==> config.mk <==
export PLATFORM = sky130hd
export DESIGN_NAME = lav_colser
export DESIGN_NICKNAME = d
export VERILOG_FILES = /design/src/rtl/core/lav_pkg.sv /design/src/rtl/core/lav_colser.sv
export SDC_FILE = /design/constraint.sdc
export NUM_CORES = 1
export LEC_CHECK = 0
export BUFFER_PORTS_ARGS = -buffer_cell sky130_fd_sc_hd__buf_2
export CAP_MARGIN = 10
export CORE_ASPECT_RATIO = 1.25
export CORE_MARGIN = 3
export CORE_UTILIZATION = 45
export DETAILED_ROUTE_END_ITERATION = 16
export GPL_TIMING_DRIVEN = 0
export PLACE_DENSITY = 0.76
export SLEW_MARGIN = 0
export SYNTH_ARGS = -nofsm -noshare
export SYNTH_HDL_FRONTEND = slang
export SYNTH_SLANG_ARGS = --single-unit
export TNS_END_PERCENT = 30
==> constraint.sdc <==
create_clock -name clk -period 52.4 [get_ports clk]
set_input_delay 15.72 -clock clk [delete_from_list [all_inputs] [get_ports clk]]
set_output_delay 15.72 -clock clk [all_outputs]
set_load 0.05 [all_outputs]
==> src/rtl/core/lav_pkg.sv <==
// ----------------------------------------------------------------------------
// lav_pkg
// Shared constants, tables and helpers for the look-at view matrix pipeline.
// ----------------------------------------------------------------------------
package lav_pkg;

    localparam int FRAC_BITS_DEF   = 16;
    localparam int RSQRT_ITERS_DEF = 4;

    // Q30 fixed-point constants of the reciprocal square root unit
    localparam logic [31:0] THREE_Q30 = 32'd3221225472;
    localparam logic [31:0] YMAX      = 32'd2415919104;
    localparam int          SEED_LAST = 23;

    // register index, taken from paddr[2]
    localparam logic REG_HANDEDNESS = 1'b0;

    localparam logic HAND_LEFT = 1'b0;

    localparam logic [1:0] LAST_COL = 2'd3;

    // 1/sqrt seed table, Q8, indexed by t[31:27]
    localparam logic [10:0] SEED_Q8 [24] = '{
        11'd1024, 11'd591, 11'd458, 11'd387, 11'd341, 11'd309, 11'd284, 11'd264,
        11'd248,  11'd235, 11'd223, 11'd214, 11'd205, 11'd197, 11'd190, 11'd184,
        11'd178,  11'd173, 11'd168, 11'd164, 11'd160, 11'd156, 11'd153, 11'd149
    };

    // bit length of one byte
    function automatic logic [3:0] len8(input logic [7:0] b);
        logic [3:0] l;
        l = 4'd0;
        for (int i = 0; i < 8; i++) begin
            if (b[i]) begin
                l = 4'(i + 1);
            end
        end
        return l;
    endfunction

endpackage

==> src/rtl/core/lav_colser.sv <==
// ----------------------------------------------------------------------------
// lav_colser
// Column serializer: holds one finished matrix and sends its four columns,
// one transaction per column, and gates the pipeline advance.
// ----------------------------------------------------------------------------
module lav_colser #(
    parameter int FB = 16,
    parameter int BW = FB + 5
) (
    input  logic                 clk,
    input  logic                 rst_n,
    input  logic                 in_valid,
    input  logic signed [BW-1:0] in_b [3][3],
    input  logic [31:0]          in_e3 [3],
    input  logic [2:0]           in_sat,
    input  logic                 in_degen,
    output logic                 load,
    output logic                 out_valid,
    input  logic                 out_stall,
    output logic [1:0]           col_index,
    output logic signed [31:0]   elem_0,
    output logic signed [31:0]   elem_1,
    output logic signed [31:0]   elem_2,
    output logic signed [31:0]   elem_3,
    output logic                 degenerate,
    output logic                 saturated,
    output logic                 last
);
    import lav_pkg::*;

    logic                 ov_reg, ov_next;
    logic [1:0]           col_reg, col_next;
    logic signed [BW-1:0] b_reg [3][3];
    logic [31:0]          e3_reg [3];
    logic [2:0]           sat_reg;
    logic                 deg_reg;

    assign load = !ov_reg || (!out_stall && col_reg == LAST_COL);

    always_comb
    begin
        ov_next  = ov_reg;
        col_next = col_reg;
        if (load)
        begin
            ov_next  = in_valid;
            col_next = '0;
        end
        else if (ov_reg && !out_stall)
        begin
            col_next = col_reg + 2'd1;
        end
    end

    always_ff @(posedge clk or negedge rst_n)
    begin
        if (!rst_n)
        begin
            ov_reg  <= 1'b0;
            col_reg <= '0;
        end
        else
        begin
            ov_reg  <= ov_next;
            col_reg <= col_next;
        end
    end

    always_ff @(posedge clk)
    begin
        if (load)
        begin
            b_reg   <= in_b;
            e3_reg  <= in_e3;
            sat_reg <= in_sat;
            deg_reg <= in_degen;
        end
    end

    always_comb
    begin
        elem_0    = '0;
        elem_1    = '0;
        elem_2    = '0;
        elem_3    = 32'sd1 <<< FB;
        saturated = 1'b0;
        if (col_reg != LAST_COL)
        begin
            elem_0    = 32'(b_reg[col_reg][0]);
            elem_1    = 32'(b_reg[col_reg][1]);
            elem_2    = 32'(b_reg[col_reg][2]);
            elem_3    = $signed(e3_reg[col_reg]);
            saturated = sat_reg[col_reg];
        end
    end

    assign out_valid  = ov_reg;
    assign col_index  = col_reg;
    assign degenerate = deg_reg;
    assign last       = (col_reg == LAST_COL);

endmodule
=== Word-level counts from Yosys, hierarchy flattened ===
Index checks and enable logic that the tools add are counted.

* Output and inout bits: 135
* Register bits after elaboration: 292
* Input bits: 293

* Reductions and logical operators: 6
* Mux-type cells: 15
* $add $sub $neg: 1
* Eq/ne operators: 2
* Magnitude comparators: 2
* Bitwise logic cells: 1

{| class="wikitable"
|+ Operators by type and width
! cell !! count
|-
| $mux 32 || 6
|-
| $bmux 63 s2 || 1
|-
| $mux 63 || 2
|-
| $bmux 32 s2 || 1
|-
| $mux 2 || 2
|-
| $ge 3x3->1 const B || 1
|-
| $lt 2x3->1 const B || 1
|-
| $not 2->3 || 1
|-
| $add 2x1->2 const B || 1
|-
| $bmux 1 s2 || 1
|-
| $eq 2x2->1 const B || 1
|-
| $logic_and 1x1->1 || 2
|-
| $logic_not 1->1 || 2
|-
| $mux 1 || 2
|-
| $ne 2x2->1 const B || 1
|-
| $reduce_bool 2->1 || 1
|-
| $logic_or 1x1->1 || 1
|}

=== Logic depth before layout (Yosys ltp) ===
* Depth in word-level cells: 5
* Depth in mapped cells: 5
* Depth with buffers taken out: 4

=== Least setup slack after synthesis ===
No wires, ideal clock.

* Kind: input to output
* Start: in out_stall
* End: out load
* Arrival: 36871 ps
* Data required time: 36680 ps
* Path slack: -191 ps
* Stages on the path: 1
* Cells stage by stage: o21ai_0

* Word-level cells in the longest chain between the ends: 3

{| class="wikitable"
|+ Ends and longest elaborated chain
! item !! RTL line !! source
|-
| start, declared || lav_colser.sv:19 || <nowiki>input logic out_stall,</nowiki>
|-
| $logic_not 1->1 || lav_colser.sv:38 || <nowiki>assign load = !ov_reg || (!out_stall && col_reg == LAST_COL);</nowiki>
|-
| $logic_and 1x1->1 || lav_colser.sv:38 ||
|-
| $logic_or 1x1->1 || lav_colser.sv:38 ||
|-
| end, declared || lav_colser.sv:17 || <nowiki>output logic load,</nowiki>
|}

No other way between the ends.

=== Worst setup path after layout ===
Same ends and word-level chain as after synthesis.

==> impl_metrics.py <==
metrics = {
    "worst_setup_path": {
        "crit_type": "input pin to output pin",
        "cp_slowest_stage_delay_ns": 0.39,
        "worstSetupStartpointType": "input pin",
        "worstPathArrival_ns": 17.09,
        "crit_required_ns": 36.68,
        "cp_slowest_cell": "o21ai_4",
        "cp-end-kind": "output pin",
        "startpoint": "out_stall",
        "crit_family": "buffers and inverters",
        "crit_chain": "buf_2, o21ai_4, buf_12, buf_12, buf_2",
        "path_buf_inv": 4,
        "timing.rr.start": "col_index[0]",
        "cp_max_fo": 30,
    },
    "floorplan": {
        "dieWidth_um": 154,
        "dieArea_mm2": 0.0295,
        "coreArea_mm2": 0.0269,
        "io_pins": 428,
        "floorplan.rows": 67,
        "die_y_um": 191,
        "initial_utilization_pct": 45.9,
    },
    "global_routing": {
        "grt_max_degree": 36,
        "grt_pass1_vias": 8741,
        "grt_overflow": 0,
        "grt_pass1_wl_um": 49500,
        "antenna_found_initial": 5,
        "grt_usage_pct": 21.7,
    },
    "logic_synthesis": {
        "synthMuxAreaShare_pct": 0.0810,
        "syn_area_mm2": 0.0124,
        "yosys_warnings": 0,
        "yosys.area_share.simple_pct": 8.29,
        "ys.flop_type": "edfxtp_1",
        "synth_cells": 782,
        "synth_enable_flop_cells": 289,
        "synthAdderAreaFrac_pct": 0.101,
        "synth_xor_area_share_pct": 0,
        "synth_compound_area_share_pct": 15.6,
        "synth_seq_cells": 292,
        "async_flop_share_pct": 1.03,
        "synthTopCellsByArea": "edfxtp_1, a211oi_2, a211oi_1, nor2b_1, nand2_1",
        "yosysTopAreaCell": "edfxtp_1",
        "synthesis.nets": 1076,
        "synth_top_family_by_area": "compound AO/OA/AOI/OAI gates",
        "synth.distinct_cells": 25,
        "syn_area_per_cell_um2": 15.8,
        "ys_seq_area_share_pct": 70.8,
        "synth_top_area_share_pct": 70.2,
    },
    "cells_and_area": {
        "final_layout_size_suffix_gt1_share_pct": 52.1,
        "final_cell_area_mm2": 0.0162,
        "fillers": 2067,
        "largest_register_ff_count": 189,
        "layout_common_cells": "buf_2, edfxtp_1, a211oi_2",
        "areaGrowthSynthToFinish_pct": 31.2,
        "final_common_cell": "buf_2",
        "finalNetCount": 1544,
    },
    "min_path": {
        "hold_class": "register to register",
        "holdCritStartpoint": "out_valid",
    },
    "clock_network": {
        "clock_latency_ns": 0.56,
        "post_cts_buffers": 0,
        "clk_pin_slew_ns": 0.07,
        "cts_repair_resize_count": 0,
        "cts-root-buf": "clkbuf_16",
        "cts_buffers": 29,
        "clk_path_buf_depth": 3,
        "cts.sinks": 292,
        "htreeDepth": 1,
        "cts_tree": "done",
        "cts_hold_buf": 0,
    },
    "placed_design": {
        "place_area_mm2": 0.0152,
        "place.gp.congestion": 0.846,
        "post-dp-hpwl_um": 24200,
        "io_buffers": 427,
    },
    "sta": {
        "slew_violations": 0,
        "relSlewSlack_pct": 38.9,
        "final-setup-viol-count": 0,
        "clock.fmax_mhz": 30.5,
        "worst_pin_slew_ns": 0.915,
        "tns_ns": 0,
        "rsz0062_at_grt": "false",
        "hold_viol_final": 0,
        "fin_crit_ns": 32.81,
        "period_share_pct": 62.6,
        "fin_skew_ns": 0.0195,
    },
    "status": {
        "status": "finished clean",
    },
    "route": {
        "drtIter0Drc": 437,
        "dr.pass1.iters": 5,
        "vias": 8346,
        "wirelength_um": 33100,
        "drc": 0,
        "avgViaCountPerCell": 5.14,
        "antenna_left": 0,
        "wl_per_cell_um": 20.4,
    },
    "run": {
        "cap_violations": 0,
    },
}
==> logic make-up after synthesis <==
| group | after synthesis |
|---|---|
| compound gates | 195 |
| flops | 292 |
| buf+inv | 98 |
| mux | 1 |
| simple gates | 195 |
| fa+ha+maj | 1 |
==> path summary, 6_finish.rpt <==
| path | slack [ns] | cells after the start | to |
|---|---|---|---|
| worst max register to register | 49.46 | 9 | b_reg[32] |
| worst min register to register | 0.64 | 1 | col_index[1] |
| worst max-delay path | 19.59 | 5 | load |
| min in group asynchronous | 14.96 | 1 | out_valid |
| worst min-delay path | 0.64 | 1 | col_index[1] |
| max in group asynchronous | 37.32 | 1 | col_index[1] |
==> metrics by stage <==
| step | hold slack [ns] | util (%) | setup WS [ns] | cells |
|---|---|---|---|---|
| CTS | 0.634 | 60.2 | 19.58 | 1618 |
| floorplan | 0.808 | - | 7.64 | 782 |
| global placement | 0.544 | 55.5 | 1.30 | 1554 |
| detailed placement | 0.618 | 56.4 | 19.60 | 1564 |
| global route | 0.669 | 60.2 | 19.52 | 1620 |
| finish | 0.644 | 60.3 | 19.59 | 1625 |
==> synth_stat cells, types with 2 or more instances <==
cell type  instances
edfxtp_1         289
a211oi_2          96
nand2_1           95
a211oi_1          94
nor2b_1           73
buf_4             36
clkbuf_1          23
buf_2             22
and2b_1           14
buf_6             11
and2b_2           10
buf_1              3
dfrtp_1            3
a21oi_1            2
==> per-layer routing <==
layer	up-vias	GRT usage (%)	wire (um)	part of all wire [%]
li1	3921	-	-	-
met3	67	4.82	2630	7.9
met2	372	39.1	17400	53
met5	-	0	32	0.097
met1	3982	25.5	12100	36
met4	4	7.71	956	2.9
==> cell type report <==
| cell class | instances | area (um^2) | area share (%) |
|---|---|---|---|
| Clock inverter | 17 | 246 | 1.52 |
| Clock buffer | 37 | 786 | 4.84 |
| Tap cell | 345 | 432 | 2.66 |
| Inverter | 2 | 7.51 | 0.0463 |
| Multi-Input combinational cell | 392 | 3010 | 18.5 |
| Sequential cell | 292 | 8750 | 54.0 |
| Buffer | 96 | 622 | 3.83 |
| Timing Repair Buffer | 437 | 2350 | 14.5 |
| Antenna cell | 7 | 17.5 | 0.108 |
Power is left out: the tool's default activity adds up to more than one toggle a clock period on the data nets, which glitch-free logic cannot reach.
